## src/rtl/trfw_pkg.sv

```systemverilog
package trfw_pkg;

    localparam logic [2:0] OP_FORWARD_READ = 3'd0;
    localparam logic [2:0] OP_ARCH_READ    = 3'd1;
    localparam logic [2:0] OP_EXECUTE      = 3'd2;
    localparam logic [2:0] OP_LOAD_DONE    = 3'd3;
    localparam logic [2:0] OP_CLOCK        = 3'd4;

    localparam logic [3:0]  PC_INDEX    = 4'd15;
    localparam logic [31:0] PC_LOAD_ADJ = 32'd2;

    typedef struct packed {
        logic [2:0]  operation;
        logic [3:0]  reg_index;
        logic        dest_valid;
        logic [31:0] value_a;
        logic [31:0] value_b;
        logic        carry_in;
        logic        set_flags;
        logic        pause;
        logic        direct_write;
    } in_t;

    typedef struct packed {
        logic [31:0] data;
        logic        load_use_hazard;
        logic [3:0]  flags_pending;
        logic [3:0]  flags_committed;
        logic [31:0] execute_instruction;
        logic        exec_stage_valid;
    } out_t;

    typedef struct packed {
        logic        en;
        logic [3:0]  idx;
        logic [31:0] value;
    } rf_wr_t;

    typedef struct packed {
        logic [31:0] sum;
        logic [3:0]  nzcv;
    } alu_res_t;

endpackage

```

## src/rtl/trfw_alu.sv

```systemverilog
module trfw_alu (
    input  logic [31:0]        a,
    input  logic [31:0]        b,
    input  logic               cin,
    output trfw_pkg::alu_res_t res
);
    import trfw_pkg::*;

    logic [31:0] low;
    logic [32:0] full;
    logic        c31;
    logic        cout;

    assign low  = {1'b0, a[30:0]} + {1'b0, b[30:0]} + {31'd0, cin};
    assign full = {1'b0, a} + {1'b0, b} + {32'd0, cin};
    assign c31  = low[31];
    assign cout = full[32];

    assign res.sum  = full[31:0];
    assign res.nzcv = {full[31], (full[31:0] == 32'd0), cout, c31 ^ cout};

endmodule

```

## src/rtl/trfw_regfile.sv

```systemverilog
module trfw_regfile (
    input  logic                aclk,
    input  logic                aresetn,
    input  trfw_pkg::rf_wr_t    wr,
    input  logic [3:0]          rd_idx,
    output logic [31:0]         rd_data
);
    import trfw_pkg::*;

    logic [31:0] regs_reg [16];
    logic [31:0] wr_value;

    // The program counter is always held halfword aligned.
    assign wr_value = (wr.idx == PC_INDEX) ? {wr.value[31:1], 1'b0} : wr.value;

    always_ff @(posedge aclk) begin
        if (!aresetn) begin
            for (int i = 0; i < 16; i++) begin
                regs_reg[i] <= 32'd0;
            end
        end else if (wr.en) begin
            regs_reg[wr.idx] <= wr_value;
        end
    end

    assign rd_data = (rd_idx == PC_INDEX) ? {regs_reg[rd_idx][31:1], 1'b0}
                                          : regs_reg[rd_idx];

endmodule

```

## src/rtl/thumb_regfile_forward_writeback.sv

```systemverilog
// Register file, writeback and operand forwarding of a small three-stage core.
// One request is taken per clock while s_ready is high, and its result appears
// on the m_ channel in the following cycle, held in an output register; s_ready
// stays high while that register is empty or being emptied, so sustained rate is
// one request per cycle as long as m_ready stays high.
module thumb_regfile_forward_writeback (
    input  logic           aclk,
    input  logic           aresetn,
    input  logic           s_valid,
    output logic           s_ready,
    input  trfw_pkg::in_t  s_payload,
    output logic           m_valid,
    input  logic           m_ready,
    output trfw_pkg::out_t m_payload
);
    import trfw_pkg::*;

    logic        exec_dest_valid_reg, exec_dest_valid_next;
    logic [3:0]  exec_dest_reg, exec_dest_next;
    logic [31:0] alu_result_reg, alu_result_next;
    logic        load_pending_reg, load_pending_next;
    logic        load_target_valid_reg, load_target_valid_next;
    logic [3:0]  load_target_reg, load_target_next;
    logic [31:0] load_data_reg, load_data_next;
    logic [3:0]  nzcv_pending_reg, nzcv_pending_next;
    logic [3:0]  nzcv_reg, nzcv_next;
    logic [31:0] decode_instr_reg, decode_instr_next;
    logic        decode_valid_reg, decode_valid_next;
    logic [31:0] exec_instr_reg, exec_instr_next;
    logic        exec_valid_reg, exec_valid_next;
    logic        fetch_valid_reg, fetch_valid_next;
    logic        m_valid_reg, m_valid_next;
    out_t        m_payload_reg, m_payload_next;

    logic        accept;
    logic [31:0] rd_data;
    alu_res_t    alu_res;
    rf_wr_t      rf_wr;
    logic        hits_load;
    logic        hits_exec;

    assign s_ready = !m_valid_reg || m_ready;
    assign accept  = s_valid && s_ready;

    trfw_regfile u_regfile (
        .aclk    (aclk),
        .aresetn (aresetn),
        .wr      (rf_wr),
        .rd_idx  (s_payload.reg_index),
        .rd_data (rd_data)
    );

    trfw_alu u_alu (
        .a   (s_payload.value_a),
        .b   (s_payload.value_b),
        .cin (s_payload.carry_in),
        .res (alu_res)
    );

    assign hits_load = load_target_valid_reg && (s_payload.reg_index == load_target_reg);
    assign hits_exec = exec_dest_valid_reg && (s_payload.reg_index == exec_dest_reg);

    always_comb begin
        exec_dest_valid_next   = exec_dest_valid_reg;
        exec_dest_next         = exec_dest_reg;
        alu_result_next        = alu_result_reg;
        load_pending_next      = load_pending_reg;
        load_target_valid_next = load_target_valid_reg;
        load_target_next       = load_target_reg;
        load_data_next         = load_data_reg;
        nzcv_pending_next      = nzcv_pending_reg;
        nzcv_next              = nzcv_reg;
        decode_instr_next      = decode_instr_reg;
        decode_valid_next      = decode_valid_reg;
        exec_instr_next        = exec_instr_reg;
        exec_valid_next        = exec_valid_reg;
        fetch_valid_next       = fetch_valid_reg;
        rf_wr                  = '0;
        m_payload_next         = '0;

        case (s_payload.operation)
            OP_FORWARD_READ: begin
                m_payload_next.load_use_hazard = hits_load;
                if (hits_load) begin
                    m_payload_next.data = load_data_reg;
                end else if (hits_exec) begin
                    m_payload_next.data = alu_result_reg;
                end else begin
                    m_payload_next.data = rd_data;
                end
            end
            OP_ARCH_READ: begin
                m_payload_next.load_use_hazard = hits_load;
                m_payload_next.data            = rd_data;
            end
            OP_EXECUTE: begin
                m_payload_next.data = alu_res.sum;
                alu_result_next     = alu_res.sum;
                if (s_payload.set_flags) begin
                    nzcv_pending_next = alu_res.nzcv;
                end
            end
            OP_LOAD_DONE: begin
                if (s_payload.direct_write) begin
                    rf_wr.en    = accept;
                    rf_wr.idx   = s_payload.reg_index;
                    rf_wr.value = s_payload.value_a;
                end else begin
                    load_pending_next      = 1'b1;
                    load_target_valid_next = 1'b1;
                    load_target_next       = s_payload.reg_index;
                    load_data_next         = s_payload.value_a;
                end
            end
            OP_CLOCK: begin
                if (load_pending_reg) begin
                    rf_wr.en    = accept;
                    rf_wr.idx   = load_target_reg;
                    rf_wr.value = (load_target_reg == PC_INDEX)
                                  ? load_data_reg + PC_LOAD_ADJ : load_data_reg;
                    load_pending_next      = 1'b0;
                    load_target_valid_next = 1'b0;
                end else if (exec_dest_valid_reg) begin
                    rf_wr.en    = accept;
                    rf_wr.idx   = exec_dest_reg;
                    rf_wr.value = alu_result_reg;
                end
                if (s_payload.set_flags) begin
                    nzcv_next = nzcv_pending_reg;
                end
                exec_dest_next       = s_payload.reg_index;
                exec_dest_valid_next = s_payload.dest_valid;
                if (!s_payload.pause) begin
                    exec_instr_next   = decode_instr_reg;
                    exec_valid_next   = decode_valid_reg;
                    decode_instr_next = s_payload.value_a;
                    decode_valid_next = fetch_valid_reg;
                    fetch_valid_next  = 1'b1;
                end
            end
            default: begin
            end
        endcase

        m_payload_next.flags_pending       = nzcv_pending_next;
        m_payload_next.flags_committed     = nzcv_next;
        m_payload_next.execute_instruction = exec_instr_next;
        m_payload_next.exec_stage_valid    = exec_valid_next;
    end

    always_comb begin
        m_valid_next = m_valid_reg;
        if (accept) begin
            m_valid_next = 1'b1;
        end else if (m_ready) begin
            m_valid_next = 1'b0;
        end
    end

    always_ff @(posedge aclk) begin
        if (!aresetn) begin
            exec_dest_valid_reg   <= 1'b0;
            exec_dest_reg         <= 4'd0;
            alu_result_reg        <= 32'd0;
            load_pending_reg      <= 1'b0;
            load_target_valid_reg <= 1'b0;
            load_target_reg       <= 4'd0;
            load_data_reg         <= 32'd0;
            nzcv_pending_reg      <= 4'd0;
            nzcv_reg              <= 4'd0;
            decode_instr_reg      <= 32'd0;
            decode_valid_reg      <= 1'b0;
            exec_instr_reg        <= 32'd0;
            exec_valid_reg        <= 1'b0;
            fetch_valid_reg       <= 1'b0;
            m_valid_reg           <= 1'b0;
        end else begin
            m_valid_reg <= m_valid_next;
            if (accept) begin
                exec_dest_valid_reg   <= exec_dest_valid_next;
                exec_dest_reg         <= exec_dest_next;
                alu_result_reg        <= alu_result_next;
                load_pending_reg      <= load_pending_next;
                load_target_valid_reg <= load_target_valid_next;
                load_target_reg       <= load_target_next;
                load_data_reg         <= load_data_next;
                nzcv_pending_reg      <= nzcv_pending_next;
                nzcv_reg              <= nzcv_next;
                decode_instr_reg      <= decode_instr_next;
                decode_valid_reg      <= decode_valid_next;
                exec_instr_reg        <= exec_instr_next;
                exec_valid_reg        <= exec_valid_next;
                fetch_valid_reg       <= fetch_valid_next;
            end
        end
    end

    always_ff @(posedge aclk) begin
        if (accept) begin
            m_payload_reg <= m_payload_next;
        end
    end

    assign m_valid   = m_valid_reg;
    assign m_payload = m_payload_reg;

endmodule

```

## config.mk

```make
export PLATFORM = sky130hd
export DESIGN_NAME = thumb_regfile_forward_writeback
export DESIGN_NICKNAME = d
export VERILOG_FILES = /design/src/rtl/trfw_pkg.sv /design/src/rtl/trfw_alu.sv /design/src/rtl/trfw_regfile.sv /design/src/rtl/thumb_regfile_forward_writeback.sv
export SDC_FILE = /design/constraint.sdc
export NUM_CORES = 1
export LEC_CHECK = 0
export ABC_AREA = 1
export BUFFER_PORTS_ARGS = -buffer_cell sky130_fd_sc_hd__buf_2
export CAP_MARGIN = 40
export CORE_ASPECT_RATIO = 0.8
export CORE_UTILIZATION = 35
export DETAILED_ROUTE_END_ITERATION = 12
export HOLD_SLACK_MARGIN = 0.06
export SLEW_MARGIN = 20
export SYNTH_ARGS = -nofsm -noshare
export SYNTH_HDL_FRONTEND = slang
export SYNTH_SLANG_ARGS = --single-unit
```

## constraint.sdc

```tcl
create_clock -name aclk -period 5.3 [get_ports aclk]
set_input_delay 0 -clock aclk [delete_from_list [all_inputs] [get_ports aclk]]
set_output_delay 0 -clock aclk [all_outputs]
set_load 0.03 [all_outputs]
```

==> key figures, run 1 <==
Timing
  – Tmin final: ~3.6 ns
  – Hold_ws: about 0.095 ns
  – Worst-Margin Slew: about 1.2 ns
  – Setup TNS: 0 ns
  – Final Hold Vio Count: 0
  – Slew margin rel.: 0.2105
  – Final Setup Violations: 0
  – Fin crit share: 0.6881
  – Slew Limit Fails: 0
  – Fmax: roughly 0.27 GHz
  – RSZ-0062 raised after global routing: false
  – Max Clock Skew: ~0.024 ns

Place
  – Post-place instance area: approximately 38000 sq um
  – HPWL Detailed: between 70 and 80 mm
  – Routability cong.: around 1.0
  – IO buf count: 155
  – Total placed cells including tap cells: between 5000 and 6000

Clocking
  – CTS tree: done
  – Post-CTS Setup Inserts: 0
  – Max clock buf depth: 3
  – H-tree depth: 3
  – Worst-Skew Late Latency: roughly 0.64 ns
  – Root buf cell: clkbuf_16
  – Sink Count: roughly 740
  – Post-CTS resize count: 0
  – Clk pin slew, worst setup/hold paths: around 0.060 ns
  – TritonCTS Buffers: 76

Setup path
  – CP Data Arrival Time: between 3 and 4 ns
  – Req. time, crit path: around 5.6 ns
  – Crit. End Element: flip-flop
  – Setup crit start kind: input port
  – FF-to-FF Start: load_pending_reg
  – Kind of critical path: input port to flip-flop
  – Crit path from: s_payload[74]
  – Worst-path maximum fanout: 33

Global route
  – Met3 Use GR: 0.04312
  – Global routing's busiest layer: met1
  – Antenna violations before repair: 2
  – Total grt overflow: 0
  – Met1 Usage GRT: 0.3471
  – GR Util met2: 0.3343
  – Vias in the first global route: approximately 27000
  – Largest net degree at the start of global routing: between 100 and 150
  – First-pass GRT wire length: approximately 180 mm
  – Total Routing Usage GR: 0.2315

Final layout
  – Fillcell total: between 9000 and 10000
  – Multi-input gate area: between 10000 and 15000 sq um
  – Final Net Count: around 4200
  – Share of cells above drive strength 1: 0.1078
  – Design area: about 41000 sq um
  – Non-filler cells in the finished layout: about 5500
  – Final core utilization: 0.4136
  – Max reg flops: 511
  – Reg area: 20590 sq um
  – Area Growth Syn to Fin: 16.16%

Synthesis
  – Ranking of synthesized cells by area: edfxtp_1 (50%), nor2_1 (9.4%), dfxtp_1 (8.5%)
  – Synth Area per Inst: 8.910 sq um
  – Ys flop type: edfxtp_1
  – Syn_nets: ~4000
  – YS warnings: 0
  – Yosys top cell area share: 0.4959
  – Synth area leader: edfxtp_1
  – Synth top cells by count: nor2_1 (887), edfxtp_1 (585), nand2_1 (521)
  – Number of flops mapped to enable cells by yosys: between 500 and 600
  – Sequential-to-total area share from yosys stat: 0.5812
  – FFs w/ async S/R, synth: 0
  – Cell Area, Synth: 35430 sq um
  – Netlist cell types: 48
  – Synth Register Bits: around 740
  – Most frequent cell after synthesis: nor2_1
  – Post-synthesis cell count: between 3000 and 4000

Floorplanning
  – Effective utilization at floorplan: 0.3561
  – Die X: roughly 360 microns
  – Chip Height: 286.6 microns
  – IO Pins: between 150 and 200
  – Core Box Area: roughly 99000 sq um
  – # rows: just over 100
  – Die area: approximately 100000 sq um

Drt
  – Avg WL per Cell: around 22 microns
  – Vias/cell: between 5 and 6
  – 1st-iter DRT viols: approximately 4300
  – Post-detailed-route count of antenna-violating nets: 0
  – Drt pass-1 iters: 6
  – DRC violations left: 0
  – Via count: about 30000
  – Final wirelength: 121.0 mm

Min path
  – HP Class: input port to flip-flop
  – Hold Crit Start: s_payload[19]

Run
  – Max_cap viols: 0

Power
  – Power Dens Cells: ~330 nW/um^2
  – P_leak: between 15 and 20 nW
  – Max VDD drop: 0.2146 mV

Status
  – Status: completed
==> report_power, final <==
part           total, mW  switching [mW]  internal, mW  leakage, nW
Clock               5.42            2.36          3.06         1.20
Sequential          6.56          0.0955          6.46         7.25
Combinational       1.55            1.12         0.431         6.89
Total               13.5            3.57          9.95         15.3
==> worst max-delay path, stage by stage <==
cell and delay [ns]:
dlygate4sd3_1 0.55, buf_2 0.16, nor3_2 0.54, inv_2 0.22
nor2_4 0.31, nor2_1 0.18, inv_2 0.15, o2111ai_2 0.21
nor3_2 0.48, nand2_2 0.54, nand2_2 0.34, buf_12 0.24
==> logic make-up after synthesis <==
kind of cell | count (synthesis) | synth area share
xor gates and xnor gates | 14 | 0.003461
AOI/OAI and AO/OA | 1032 | 0.1631
DFF | 736 | 0.5812
adders and majority gates | 34 | 0.01243
buffers and inverters | 585 | 0.06382
and+or+nand+nor | 1575 | 0.1760
==> per-layer routing <==
| metal | up-vias | wire length [microns] |
|---|---|---|
| met2 | 1677 | 51190 |
| li1 | 13870 | - |
| met1 | 14550 | 53040 |
| met4 | 0 | 3826 |
| met5 | - | 0 |
| met3 | 205 | 12970 |
==> repair_timing <==
| item | CTS | global route |
|---|---|---|
| hold buffers | 64 | 0 |
| endpoints found under the setup margin | 0 | 0 |
| hold endpoints to repair | 161 | 0 |
==> cell usage in the layout (no fill, tap or decap), types with 19 or more instances in the layout <==
cell           netlist  final
o211ai_1            47     47
buf_2               40    152
dfxtp_1            151    151
a21oi_1            267    264
ha_1                32     32
nor3_1              19     19
nand3_1            104    103
o21ai_0            520    520
nand2_2              1     33
buf_4                2     66
edfxtp_1           585    585
nand2_1            521    489
dlygate4sd3_1        0     64
nor2_1             887    882
clkbuf_16            0     79
inv_1              300    298
o22ai_1             80     80
o221ai_1            61     61
==> final timing paths <==
check / cells after the start / end / slack, ns
worst max-delay path: 12 / u_regfile.regs_reg[0][29] / 1.65
worst min-delay path: 5 / alu_result_reg[15] / 0.09
worst max register to register: 10 / u_regfile.regs_reg[11][10] / 1.81
worst min register to register: 2 / decode_valid_reg / 0.45
==> final cells by class <==
class	count	area share
diodes	1	0.00006081
clock buffers	98	0.05099
clock inverters	42	0.009091
inverters	312	0.02870
multi-input cells	2655	0.3096
flip-flops and latches	736	0.5003
well taps	1312	0.03989
repair buffers	312	0.06130
==> through the flow <==
stage                     setup WS, ns  total power, mW
after floorplan                 0.3500            7.539
after global placement           1.413            8.096
after detailed placement         1.255            8.140
after CTS                        1.382            13.54
after global routing             1.468            13.93
final                            1.653            13.52
No activity file was read; power rests on OpenSTA's default activity.
==> inputs of run 2 (changes only) <==
Clock period 5.3 ns to 3.42 ns, I/O delays scaled along.
==> run 2 against run 1 <==
- total power is 53% higher
- register-to-register slack worse by 1.6 ns
- sequential cell count unchanged
- critical path type is now flip-flop to flip-flop
- highest routed layer unchanged
==> key figures, run 2 (synthesis results as in run 1) <==
Clocking
  – TritonCTS Buffers: 74 (-2.6%)
  – Post-CTS Setup Inserts: 0 (unchanged)
  – CTS tree: done
  – Worst-Skew Late Latency: 0.65 ns (about the same)
  – Clk pin slew, worst setup/hold paths: 0.06 ns (about the same)
  – Root buf cell: clkbuf_16
  – Sink Count: 736 (unchanged)
  – H-tree depth: 3 (unchanged)
  – Max clock buf depth: 3 (unchanged)

Timing
  – Max Clock Skew: 0.03415 ns (+0.01031 ns)
  – Fmax: 0.3132 GHz
  – Tmin final: roughly 3.2 ns
  – Slew Limit Fails: 0 (unchanged)
  – Slew margin rel.: 0.3935 (+0.1830)
  – Fin crit share: 0.9337
  – Final Hold Vio Count: 0 (unchanged)
  – Final Setup Violations: 0 (unchanged)
  – Worst-Margin Slew: 0.9097 ns (-0.2746 ns)
  – RSZ-0062 raised after global routing: true
  – Setup TNS: 0 ns (unchanged)

Power
  – P_leak: 15.46 nW (+0.76%)
  – Power Dens Cells: 501.3 nW/um^2 (+53%)
  – Clock power share: 0.392 (-0.009)
  – P_int: 15.15 mW (+52%)
  – Tot Pwr: 20.65 mW (+53%)
  – Comb pwr share: 0.116 (+0.002)
  – Switching share of total power: 0.2661 (+0.001931)
  – NetSw: 5.494 mW (+54%)
  – Max VDD drop: 0.4441 mV (+110%)
  – Sequential Power Share: 0.491 (+0.006)

Setup path
  – Kind of critical path: flip-flop to flip-flop
  – Crit. End Element: flip-flop
  – Setup crit start kind: flip-flop
  – CP Data Arrival Time: 3.69 ns (-0.29 ns)
  – Worst-path maximum fanout: 16 (-52%)
  – R2r setup slk: 0.23 ns (-1.58 ns)
  – Req. time, crit path: 3.91 ns (-1.72 ns)

Drt
  – DRC violations left: 0 (unchanged)
  – Final wirelength: 124.6 mm (+2.9%)
  – Vias/cell: 5.536 (about the same)
  – Avg WL per Cell: 22.57 microns (+1.9%)
  – Via count: 30570 (+0.90%)
  – 1st-iter DRT viols: 3986 (-7.5%)
  – Post-detailed-route count of antenna-violating nets: 0 (unchanged)
  – Drt pass-1 iters: 6 (unchanged)

Final layout
  – Area Growth Syn to Fin: 16.28%
  – Most common cell after layout, fill and taps aside: nor2_1
  – Most frequent cells in the layout: nor2_1 (880), edfxtp_1 (585), o21ai_0 (520)
  – Share of cells above drive strength 1: 0.1162 (+0.008413)
  – Final Net Count: 4260 (+1.3%)
  – Max reg flops: 511 (unchanged)

Place
  – HPWL Detailed: 81.73 mm (+2.4%)
  – IO buf count: 155 (unchanged)
  – Routability cong.: 0.9733 (-7.1%)

Status
  – Status: completed

Global route
  – Total grt overflow: 0 (unchanged)
  – Largest net degree at the start of global routing: 135 (+3.8%)
  – First-pass GRT wire length: 181.4 mm (+1.4%)
  – Antenna violations before repair: 2 (unchanged)
  – Total Routing Usage GR: 0.2364 (+0.004836)
  – Vias in the first global route: 27450 (+0.49%)

Floorplanning
  – Die area: 102500 sq um (unchanged)
  – Chip Height: 286.6 microns (unchanged)
  – Effective utilization at floorplan: 0.3561 (unchanged)
  – IO Pins: 156 (unchanged)
  – # rows: 103 (unchanged)
  – Core Box Area: 99490 sq um (unchanged)
  – Die X: 357.7 microns (unchanged)

Run
  – Max_cap viols: 0 (unchanged)

Min path
  – HP Class: input port to flip-flop
==> run 2: cell types whose count changed in the layout (fill, tap and decap cells not counted), moves of 6 or more <==
cell / previous run / this run
a22oi_1: 13 / 20
a22oi_2: 9 / 2
buf_12: 6 / 14
buf_16: 14 / 1
buf_4: 66 / 135
buf_6: 8 / 2
==> run 2: per-layer routing <==
| layer | routed length (microns) | track usage |
|---|---|---|
| met5 | 0 | 0 |
| met2 | 50790 | 0.3244 |
| met3 | 14130 | 0.05005 |
| met4 | 2657 | 0.05979 |
| met1 | 57010 | 0.3704 |
==> run 2: timing repair <==
item / CTS / global route
gates resized for setup: 0 / 2
endpoints found under the hold margin: 289 / 0
setup endpoints to repair: 0 / 32
hold buffers: 63 / 0
==> run 2: cell type report <==
| cell class | instances | area, sq um |
|---|---|---|
| clock buffers | 99 | 2048 |
| well taps | 1312 | 1642 |
| clock inverters | 38 | 300.3 |
| fillers | 9824 | 58300 |
| multi-input cells | 2655 | 12690 |
| inverters | 312 | 1184 |
| flip-flops and latches | 736 | 20590 |
| repair buffers | 367 | 2735 |
| diodes | 2 | 5.005 |
==> run 2: power groups by stage <==
stage	Combinational (mW)	Clock [mW]	Sequential [mW]
3_3_place_gp	2.27	0	10.3
3_5_place_dp	2.28	0	10.3
4_1_cts	2.35	8.19	10.1
6_report	2.40	8.10	10.1
2_1_floorplan	1.24	0	10.4
5_1_grt	2.58	8.50	10.2
==> run 2: path summary, 6_finish.rpt <==
| kind | start | endpoint | cells after the start |
|---|---|---|---|
| setup / recovery | load_target_reg[1] | u_regfile.regs_reg[1][27] | 12 |
| hold / removal | s_payload[33] | alu_result_reg[30] | 9 |
| setup reg to reg | load_target_reg[1] | u_regfile.regs_reg[1][27] | 12 |
| hold reg to reg | fetch_valid_reg | decode_valid_reg | 2 |
==> run 2: per-stage QoR <==
| step | utilization | setup WS (ns) | std cells | hold slack [ns] | instance area [sq um] |
|---|---|---|---|---|---|
| finish | 0.4140 | 0.2267 | 5521 | 0.09118 | 41190 |
| CTS | 0.4135 | 0.2928 | 5517 | 0.06342 | 41130 |
| detailed placement | 0.3835 | 0.3102 | 5317 | 0.3262 | 38160 |
| global route | 0.4140 | -0.01371 | 5519 | 0.1218 | 41190 |
| global placement | 0.3833 | 0.3665 | 5315 | 0.3206 | 38140 |
| floorplan | - | -0.07387 | 3976 | 0.1349 | 35450 |
==> run 2: worst max-delay path, stage by stage, from the launching register on <==
cell and delay [ns]:
dfxtp_1 0.39, nand2_1 0.11, nor2_4 0.31, nand4_2 0.19
nor2_4 0.20, nand4_1 0.35, nor2_2 0.31, nand2_1 0.18
nor2_1 0.21, nand2_1 0.07, nand3_1 0.10, o211ai_2 0.35
a21oi_1 0.26
